[src/rtl/tpq_pkg.sv]
// Shared types and constants for the task priority queue.
// Used by tpq_ctrl, tpq_datapath and task_priority_queue_core; no dependencies.
package tpq_pkg;

    localparam int OP_W         = 2;
    localparam int ID_W         = 8;
    localparam int PRIO_PORT_W  = 8;
    localparam int COUNT_PORT_W = 5;

    typedef enum logic [OP_W-1:0] {
        OP_APPEND = 2'd0,
        OP_INSERT = 2'd1,
        OP_REMOVE = 2'd2,
        OP_NONE   = 2'd3
    } op_t;

    typedef enum logic [1:0] {
        ST_IDLE = 2'b01,
        ST_HOLD = 2'b10
    } ctrl_state_t;

    typedef struct packed {
        logic step;
    } tpq_cmd_t;

endpackage

[src/rtl/tpq_ctrl.sv]
// Handshake controller for the task priority queue.
// Depends on tpq_pkg; drives the step command into tpq_datapath.
module tpq_ctrl (
    input  logic              clk,
    input  logic              rst_n,
    input  logic              task_valid,
    output logic              task_ready,
    output logic              result_valid,
    input  logic              result_ready,
    output tpq_pkg::tpq_cmd_t cmd
);

    tpq_pkg::ctrl_state_t state_reg;
    tpq_pkg::ctrl_state_t state_next;
    logic                 accept;

    // Take a new beat whenever the result slot is free or is being drained.
    assign task_ready   = (state_reg == tpq_pkg::ST_IDLE) || result_ready;
    assign result_valid = (state_reg == tpq_pkg::ST_HOLD);
    assign accept       = task_valid && task_ready;
    assign cmd.step     = accept;

    always_comb
    begin
        state_next = state_reg;
        unique case (state_reg)
            tpq_pkg::ST_IDLE:
            begin
                if (accept)
                    state_next = tpq_pkg::ST_HOLD;
            end
            tpq_pkg::ST_HOLD:
            begin
                if (accept)
                    state_next = tpq_pkg::ST_HOLD;
                else if (result_ready)
                    state_next = tpq_pkg::ST_IDLE;
            end
            default:
            begin
                state_next = tpq_pkg::ST_IDLE;
            end
        endcase
    end

    always_ff @(posedge clk or negedge rst_n)
    begin
        if (!rst_n)
            state_reg <= tpq_pkg::ST_IDLE;
        else
            state_reg <= state_next;
    end

endmodule

[src/rtl/tpq_datapath.sv]
// Slot array, insert position search and result register of the task queue.
// Depends on tpq_pkg; stepped by tpq_ctrl through tpq_cmd_t.
module tpq_datapath #(
    parameter int QUEUE_DEPTH   = 16,
    parameter int PRIORITY_BITS = 8
) (
    input  logic                             clk,
    input  logic                             rst_n,
    input  tpq_pkg::tpq_cmd_t                cmd,
    input  logic [tpq_pkg::OP_W-1:0]         operation,
    input  logic [tpq_pkg::ID_W-1:0]         task_id,
    input  logic [tpq_pkg::PRIO_PORT_W-1:0]  task_priority,
    output logic                             ok,
    output logic                             preempt,
    output logic                             head_valid,
    output logic [tpq_pkg::ID_W-1:0]         head_task_id,
    output logic [tpq_pkg::PRIO_PORT_W-1:0]  head_priority,
    output logic [tpq_pkg::COUNT_PORT_W-1:0] entry_count
);

    localparam int CNT_W  = $clog2(QUEUE_DEPTH + 1);
    localparam int OUT_CW = tpq_pkg::COUNT_PORT_W;
    localparam int PW     = PRIORITY_BITS;
    localparam int EW     = PRIORITY_BITS + tpq_pkg::PRIO_PORT_W;

    logic [tpq_pkg::ID_W-1:0] id_reg   [QUEUE_DEPTH];
    logic [tpq_pkg::ID_W-1:0] id_next  [QUEUE_DEPTH];
    logic [PW-1:0]            prio_reg [QUEUE_DEPTH];
    logic [PW-1:0]            prio_next[QUEUE_DEPTH];
    logic [CNT_W-1:0]         occ_reg;
    logic [CNT_W-1:0]         occ_next;

    logic                            ok_reg;
    logic                            preempt_reg;
    logic                            head_valid_reg;
    logic [tpq_pkg::ID_W-1:0]        head_id_reg;
    logic [tpq_pkg::PRIO_PORT_W-1:0] head_prio_reg;
    logic [CNT_W-1:0]                count_reg;

    tpq_pkg::op_t  op;
    logic [EW-1:0] prio_in_ext;
    logic [PW-1:0] new_prio;
    logic          not_full;
    logic          not_empty;
    logic          do_add;
    logic          do_rem;
    logic          preempt_now;
    logic [CNT_W-1:0] scan_pos;
    logic [CNT_W-1:0] ins_pos;
    logic [EW-1:0]    head_prio_ext;

    assign op          = tpq_pkg::op_t'(operation);
    assign prio_in_ext = {{PW{1'b0}}, task_priority};
    assign new_prio    = prio_in_ext[PW-1:0];
    assign not_full    = (occ_reg != CNT_W'(QUEUE_DEPTH));
    assign not_empty   = (occ_reg != '0);
    assign do_add      = ((op == tpq_pkg::OP_APPEND) || (op == tpq_pkg::OP_INSERT)) && not_full;
    assign do_rem      = (op == tpq_pkg::OP_REMOVE) && not_empty;
    assign preempt_now = (op == tpq_pkg::OP_INSERT) && not_full && not_empty
                         && (prio_reg[0] < new_prio);

    // First slot after the head whose priority is at most the new one.
    always_comb
    begin
        scan_pos = occ_reg;
        for (int k = QUEUE_DEPTH - 1; k >= 1; k--)
        begin
            if ((CNT_W'(k) < occ_reg) && (prio_reg[k] <= new_prio))
                scan_pos = CNT_W'(k);
        end
    end

    always_comb
    begin
        priority if (op == tpq_pkg::OP_APPEND)
            ins_pos = occ_reg;
        else if (!not_empty || preempt_now)
            ins_pos = '0;
        else
            ins_pos = scan_pos;
    end

    // Each slot loads the new task, its lower neighbor, or its upper neighbor.
    for (genvar g = 0; g < QUEUE_DEPTH; g++)
    begin : g_slot
        always_comb
        begin
            id_next[g]   = id_reg[g];
            prio_next[g] = prio_reg[g];
            if (do_add)
            begin
                if (CNT_W'(g) == ins_pos)
                begin
                    id_next[g]   = task_id;
                    prio_next[g] = new_prio;
                end
                if (g > 0)
                begin
                    if (CNT_W'(g) > ins_pos)
                    begin
                        id_next[g]   = id_reg[(g > 0) ? g - 1 : 0];
                        prio_next[g] = prio_reg[(g > 0) ? g - 1 : 0];
                    end
                end
            end
            else if (do_rem)
            begin
                if (g < QUEUE_DEPTH - 1)
                begin
                    id_next[g]   = id_reg[(g < QUEUE_DEPTH - 1) ? g + 1 : g];
                    prio_next[g] = prio_reg[(g < QUEUE_DEPTH - 1) ? g + 1 : g];
                end
            end
        end
    end

    always_comb
    begin
        priority if (do_add)
            occ_next = occ_reg + CNT_W'(1);
        else if (do_rem)
            occ_next = occ_reg - CNT_W'(1);
        else
            occ_next = occ_reg;
    end

    assign head_prio_ext = {{tpq_pkg::PRIO_PORT_W{1'b0}}, prio_next[0]};

    always_ff @(posedge clk)
    begin
        if (cmd.step)
        begin
            id_reg   <= id_next;
            prio_reg <= prio_next;
        end
    end

    always_ff @(posedge clk or negedge rst_n)
    begin
        if (!rst_n)
            occ_reg <= '0;
        else if (cmd.step)
            occ_reg <= occ_next;
    end

    // Capture the post-step view of the queue for the result beat.
    always_ff @(posedge clk)
    begin
        if (cmd.step)
        begin
            ok_reg         <= do_add || do_rem;
            preempt_reg    <= preempt_now;
            head_valid_reg <= (occ_next != '0);
            head_id_reg    <= (occ_next != '0) ? id_next[0] : '0;
            head_prio_reg  <= (occ_next != '0) ? head_prio_ext[tpq_pkg::PRIO_PORT_W-1:0] : '0;
            count_reg      <= occ_next;
        end
    end

    assign ok            = ok_reg;
    assign preempt       = preempt_reg;
    assign head_valid    = head_valid_reg;
    assign head_task_id  = head_id_reg;
    assign head_priority = head_prio_reg;
    assign entry_count   = OUT_CW'(count_reg);

    a_occ_bound: assert property (@(posedge clk) disable iff (!rst_n)
        occ_reg <= CNT_W'(QUEUE_DEPTH))
        else $error("occupancy above queue depth");

    a_add_grows: assert property (@(posedge clk) disable iff (!rst_n)
        cmd.step && do_add |=> occ_reg == $past(occ_reg) + CNT_W'(1))
        else $error("accepted add did not grow occupancy");

    a_empty_remove: assert property (@(posedge clk) disable iff (!rst_n)
        cmd.step && (op == tpq_pkg::OP_REMOVE) && !not_empty |=> !ok_reg && (occ_reg == '0))
        else $error("remove on empty queue reported success");

    a_head_match: assert property (@(posedge clk) disable iff (!rst_n)
        cmd.step |=> (head_valid_reg == (count_reg != '0)) && (count_reg == occ_reg))
        else $error("result head flag disagrees with count");

endmodule

[src/rtl/task_priority_queue_core.sv]
// Task priority queue: shift-register slots with a parallel insert search.
// Each accepted input beat has its result beat registered and shown in the next cycle.
// Throughput: one operation per cycle while results drain; the whole slot array shifts at once.
// A waiting result holds off the next input beat unless it drains in the same cycle.
// Reset (rst_n low, asynchronous) empties the queue and drops any pending result.
// Depends on tpq_pkg, tpq_ctrl and tpq_datapath.
module task_priority_queue_core #(
    parameter int QUEUE_DEPTH   = 16,
    parameter int PRIORITY_BITS = 8
) (
    input  logic                             clk,
    input  logic                             rst_n,
    input  logic                             task_valid,
    output logic                             task_ready,
    input  logic [tpq_pkg::OP_W-1:0]         operation,
    input  logic [tpq_pkg::ID_W-1:0]         task_id,
    input  logic [tpq_pkg::PRIO_PORT_W-1:0]  task_priority,
    output logic                             result_valid,
    input  logic                             result_ready,
    output logic                             ok,
    output logic                             preempt,
    output logic                             head_valid,
    output logic [tpq_pkg::ID_W-1:0]         head_task_id,
    output logic [tpq_pkg::PRIO_PORT_W-1:0]  head_priority,
    output logic [tpq_pkg::COUNT_PORT_W-1:0] entry_count
);

    tpq_pkg::tpq_cmd_t cmd;

    tpq_ctrl u_ctrl (
        .clk          (clk),
        .rst_n        (rst_n),
        .task_valid   (task_valid),
        .task_ready   (task_ready),
        .result_valid (result_valid),
        .result_ready (result_ready),
        .cmd          (cmd)
    );

    tpq_datapath #(
        .QUEUE_DEPTH   (QUEUE_DEPTH),
        .PRIORITY_BITS (PRIORITY_BITS)
    ) u_datapath (
        .clk           (clk),
        .rst_n         (rst_n),
        .cmd           (cmd),
        .operation     (operation),
        .task_id       (task_id),
        .task_priority (task_priority),
        .ok            (ok),
        .preempt       (preempt),
        .head_valid    (head_valid),
        .head_task_id  (head_task_id),
        .head_priority (head_priority),
        .entry_count   (entry_count)
    );

endmodule
[config.mk]
export PLATFORM = sky130hd
export DESIGN_NAME = task_priority_queue_core
export DESIGN_NICKNAME = d
export VERILOG_FILES = /design/src/rtl/tpq_pkg.sv /design/src/rtl/tpq_ctrl.sv /design/src/rtl/tpq_datapath.sv /design/src/rtl/task_priority_queue_core.sv
export SDC_FILE = /design/constraint.sdc
export NUM_CORES = 1
export LEC_CHECK = 0
export ABC_AREA = 1
export BUFFER_PORTS_ARGS = -buffer_cell sky130_fd_sc_hd__buf_2
export CAP_MARGIN = 20
export CORE_MARGIN = 5
export CORE_UTILIZATION = 55
export DETAILED_ROUTE_END_ITERATION = 7
export PLACE_DENSITY = 0.76
export SKIP_LAST_GASP = 1
export SLEW_MARGIN = 20
export SYNTH_ARGS = -nofsm -noshare
export SYNTH_HDL_FRONTEND = slang
export SYNTH_HIERARCHICAL = 1
export SYNTH_SLANG_ARGS = --single-unit
[constraint.sdc]
create_clock -name clk -period 12.3 [get_ports clk]
set_input_delay 2.46 -clock clk [delete_from_list [all_inputs] [get_ports clk]]
set_output_delay 2.46 -clock clk [all_outputs]
set_load 0.01 [all_outputs]
==> flow_summary.toml <==
[route]
top_layer_used = "met4"
viasPerCell = 6.07
wl_met3_mm = 7.19
dr_wl_met2_mm = 24.1
detail-route-antenna-nets = 0
drt_drc_violations_left = 0
drtIter0Drc = 2281
vias = 16500
wl_per_cell_um = 20.8
dr.pass1.iters = 8
met1_length_mm = 22.8
totalWireLength_mm = 56.6

[synth]
synth_area_um2 = 18600
synth_edf_count = 280
ys_seq_elements = 287
synthDistinctLibCells = 43
syn_inst = 2271
syn_area_per_cell_um2 = 8.17
yosys_warnings = 6
synth_seq_area_share = 0.463
synth-async-reset-ratio = 0.0244
synth_flop_cell = "edfxtp_1"
synth_nets = 2425

[clock_network]
hold_buffers = 0
cts-resized-gates = 0
tritoncts = "built"
post_cts_buffers = 0
insertion_delay_ns = 0.51
clockBufferDepth = 3
clk_pin_slew_ns = 0.06
cts-root-buf = "clkbuf_16"
cts_inserted_buffers = 34
cts_max_level = 2
cts.sinks = 287

[setup_path]
crit_chain = "buf_2 -> inv_1 -> buf_4 -> ha_1 -> nand2_1 -> o21a_1 -> nand2_1 -> nand2_1 -> nand2_1 -> nand2_1 -> nor2_1 -> o21ai_1 -> a21oi_1 -> o21ai_1 -> nand2_1 -> nand2_4 -> nand2_1 -> nand2_2 -> inv_2 -> nand2_2 -> nand2_1 -> nand3_1 -> nand2_1"
critPathSlowestCell = "nand2_2"
worstSetupStartpointType = "primary input"
crit_path_frequent_cell = "nand2_1"
critPathMaxFanout = 50
endpoint_kind = "register"
arrival_ns = 6.96
crit_required_ns = 12.56
crit_type = "primary input to register"
cp_slowest_stage_delay_ns = 0.72

[layout]
fillCellCount = 2884
area_delta_synth_final_pct = 7.87
num_antenna_cells = 0
finalNetCount = 2407
drive_gt1_frac = 0.0756
fin_util = 0.598
finish.instance_area_um2 = 20000
finalNonFillerCells = 2723

[global_route]
grt-ovfl-total = 0
grt_pass1_vias = 15400
antenna_found_initial = 0
grt_pass1_wl_mm = 87.6
track_usage = 0.291
grt_max_degree = 113

[flow_run]
drv_cap = 0

[power_and_ir_drop]
p_per_area_nw_per_um2 = 231
p_leak_uw = 0.00894
totalPowerFinal_uw = 4630
vdd_drop_max_mv = 0.146

[status]
outcome = "complete, no violations"

[sta]
slew_headroom = 0.237
setup_violations = 0
rsz0062_at_grt = "no"
timing.final.crit_share = 0.545
finalHoldViolCount = 0
fin_skew_ns = 0.0144
worst_pin_slew_ns = 1.14
clock.fmax_mhz = 149
period_needed_ns = 6.70
drv_slew = 0
tns_ns = 0

[placed_design]
hpwl_mm = 37.9
place_area_um2 = 19000
dp.cells = 2665
port_buffers = 47
gp_congestion = 0.945

[floorplan]
coreArea_um2 = 33400
dieWidth_um = 194
fp.dieArea_um2 = 37500
start_util = 0.555
io_pins = 48
rows = 67
dieHeight_um = 194

[min_path]
hold_path.class = "register to register"
cell usage in the layout, fill, tap and decap left out, drive strengths merged, types with 14 or more instances in the layout:
cell | Yosys | final
nand3b | 17 | 17
o211ai | 23 | 23
clkbuf | 73 | 44
a21oi | 162 | 162
nand2 | 689 | 689
buf | 55 | 74
edfxtp | 280 | 280
nor2 | 112 | 112
clkinv | 0 | 14
ha | 132 | 132
inv | 214 | 214
o21ai | 289 | 289
nand3 | 182 | 182
kinds of logic after synthesis:
group                      Yosys count  synth area share
xor gates and xnor gates             3           0.00142
AOI/OAI and AO/OA                  493             0.140
and+or+nand+nor                   1014             0.231
buffers and inverters              342            0.0763
adders and majority gates          132            0.0890
DFF                                287             0.463
through the flow:
stage          hold slack, ns  setup slack, ns
6_report                0.531             5.60
3_5_place_dp            0.519             5.20
4_1_cts                 0.536             5.73
3_3_place_gp            0.488             5.30
5_1_grt                 0.554             5.28
2_1_floorplan           0.474             5.79
where the power goes:
group / internal [µW] / switching, µW
clock network: 549 / 395
logic: 585 / 1430
registers: 1480 / 194
total: 2610 / 2020
synthesized netlist by cell type, types with 10 or more instances:
master / number / area [µm²]
edfxtp_1: 280 / 8410
o211ai_1: 22 / 165
inv_1: 206 / 773
nand3b_1: 17 / 128
a21oi_1: 161 / 806
nand2_1: 671 / 2520
o21ai_1: 70 / 350
o21ai_0: 214 / 1070
buf_2: 27 / 135
nor2_1: 104 / 390
nand2_2: 10 / 62.6
clkbuf_1: 73 / 274
nand3_1: 179 / 896
buf_4: 12 / 90.1
ha_1: 132 / 1650
worst max-delay path, delay by kind of cell:
family,cells,cell delay (ns)
compound gates,4,0.51
fa+ha+maj,1,0.30
buf+inv,4,1.28
simple gates,14,2.35
per-layer routing:
metal / track usage / up-vias
met1: 0.428 / 7609
met2: 0.421 / 1110
met5: 0 / -
met4: 0.115 / 0
met3: 0.0639 / 137
li1: - / 7676
layout make-up:
cell class              instances  area (µm²)  area share
multi-input cells            1642        8600       0.430
flip-flops and latches        287        8580       0.429
inverters                     214         808      0.0404
clock buffers                  44         962      0.0481
well taps                     448         561      0.0280
clock inverters                14        65.1     0.00325
repair buffers                 74         438      0.0219
worst paths after layout:
| check | cells after the start | start | slack (ns) | end |
|---|---|---|---|---|
| hold / removal | 2 | u_datapath/id_reg[7] | 0.53 | u_datapath/id_reg[15] |
| setup reg to reg | 13 | u_datapath/occ_reg[0] | 7.88 | u_datapath/id_reg[45] |
| max in group asynchronous | 1 | rst_n | 10.29 | u_ctrl/state_reg[0] |
| min in group asynchronous | 1 | rst_n | 1.78 | u_ctrl/state_reg[1] |
| hold reg to reg | 2 | u_datapath/id_reg[7] | 0.53 | u_datapath/id_reg[15] |
| setup / recovery | 23 | task_priority[6] | 5.60 | u_datapath/id_reg[84] |
Power figures use the tool's default switching activity.
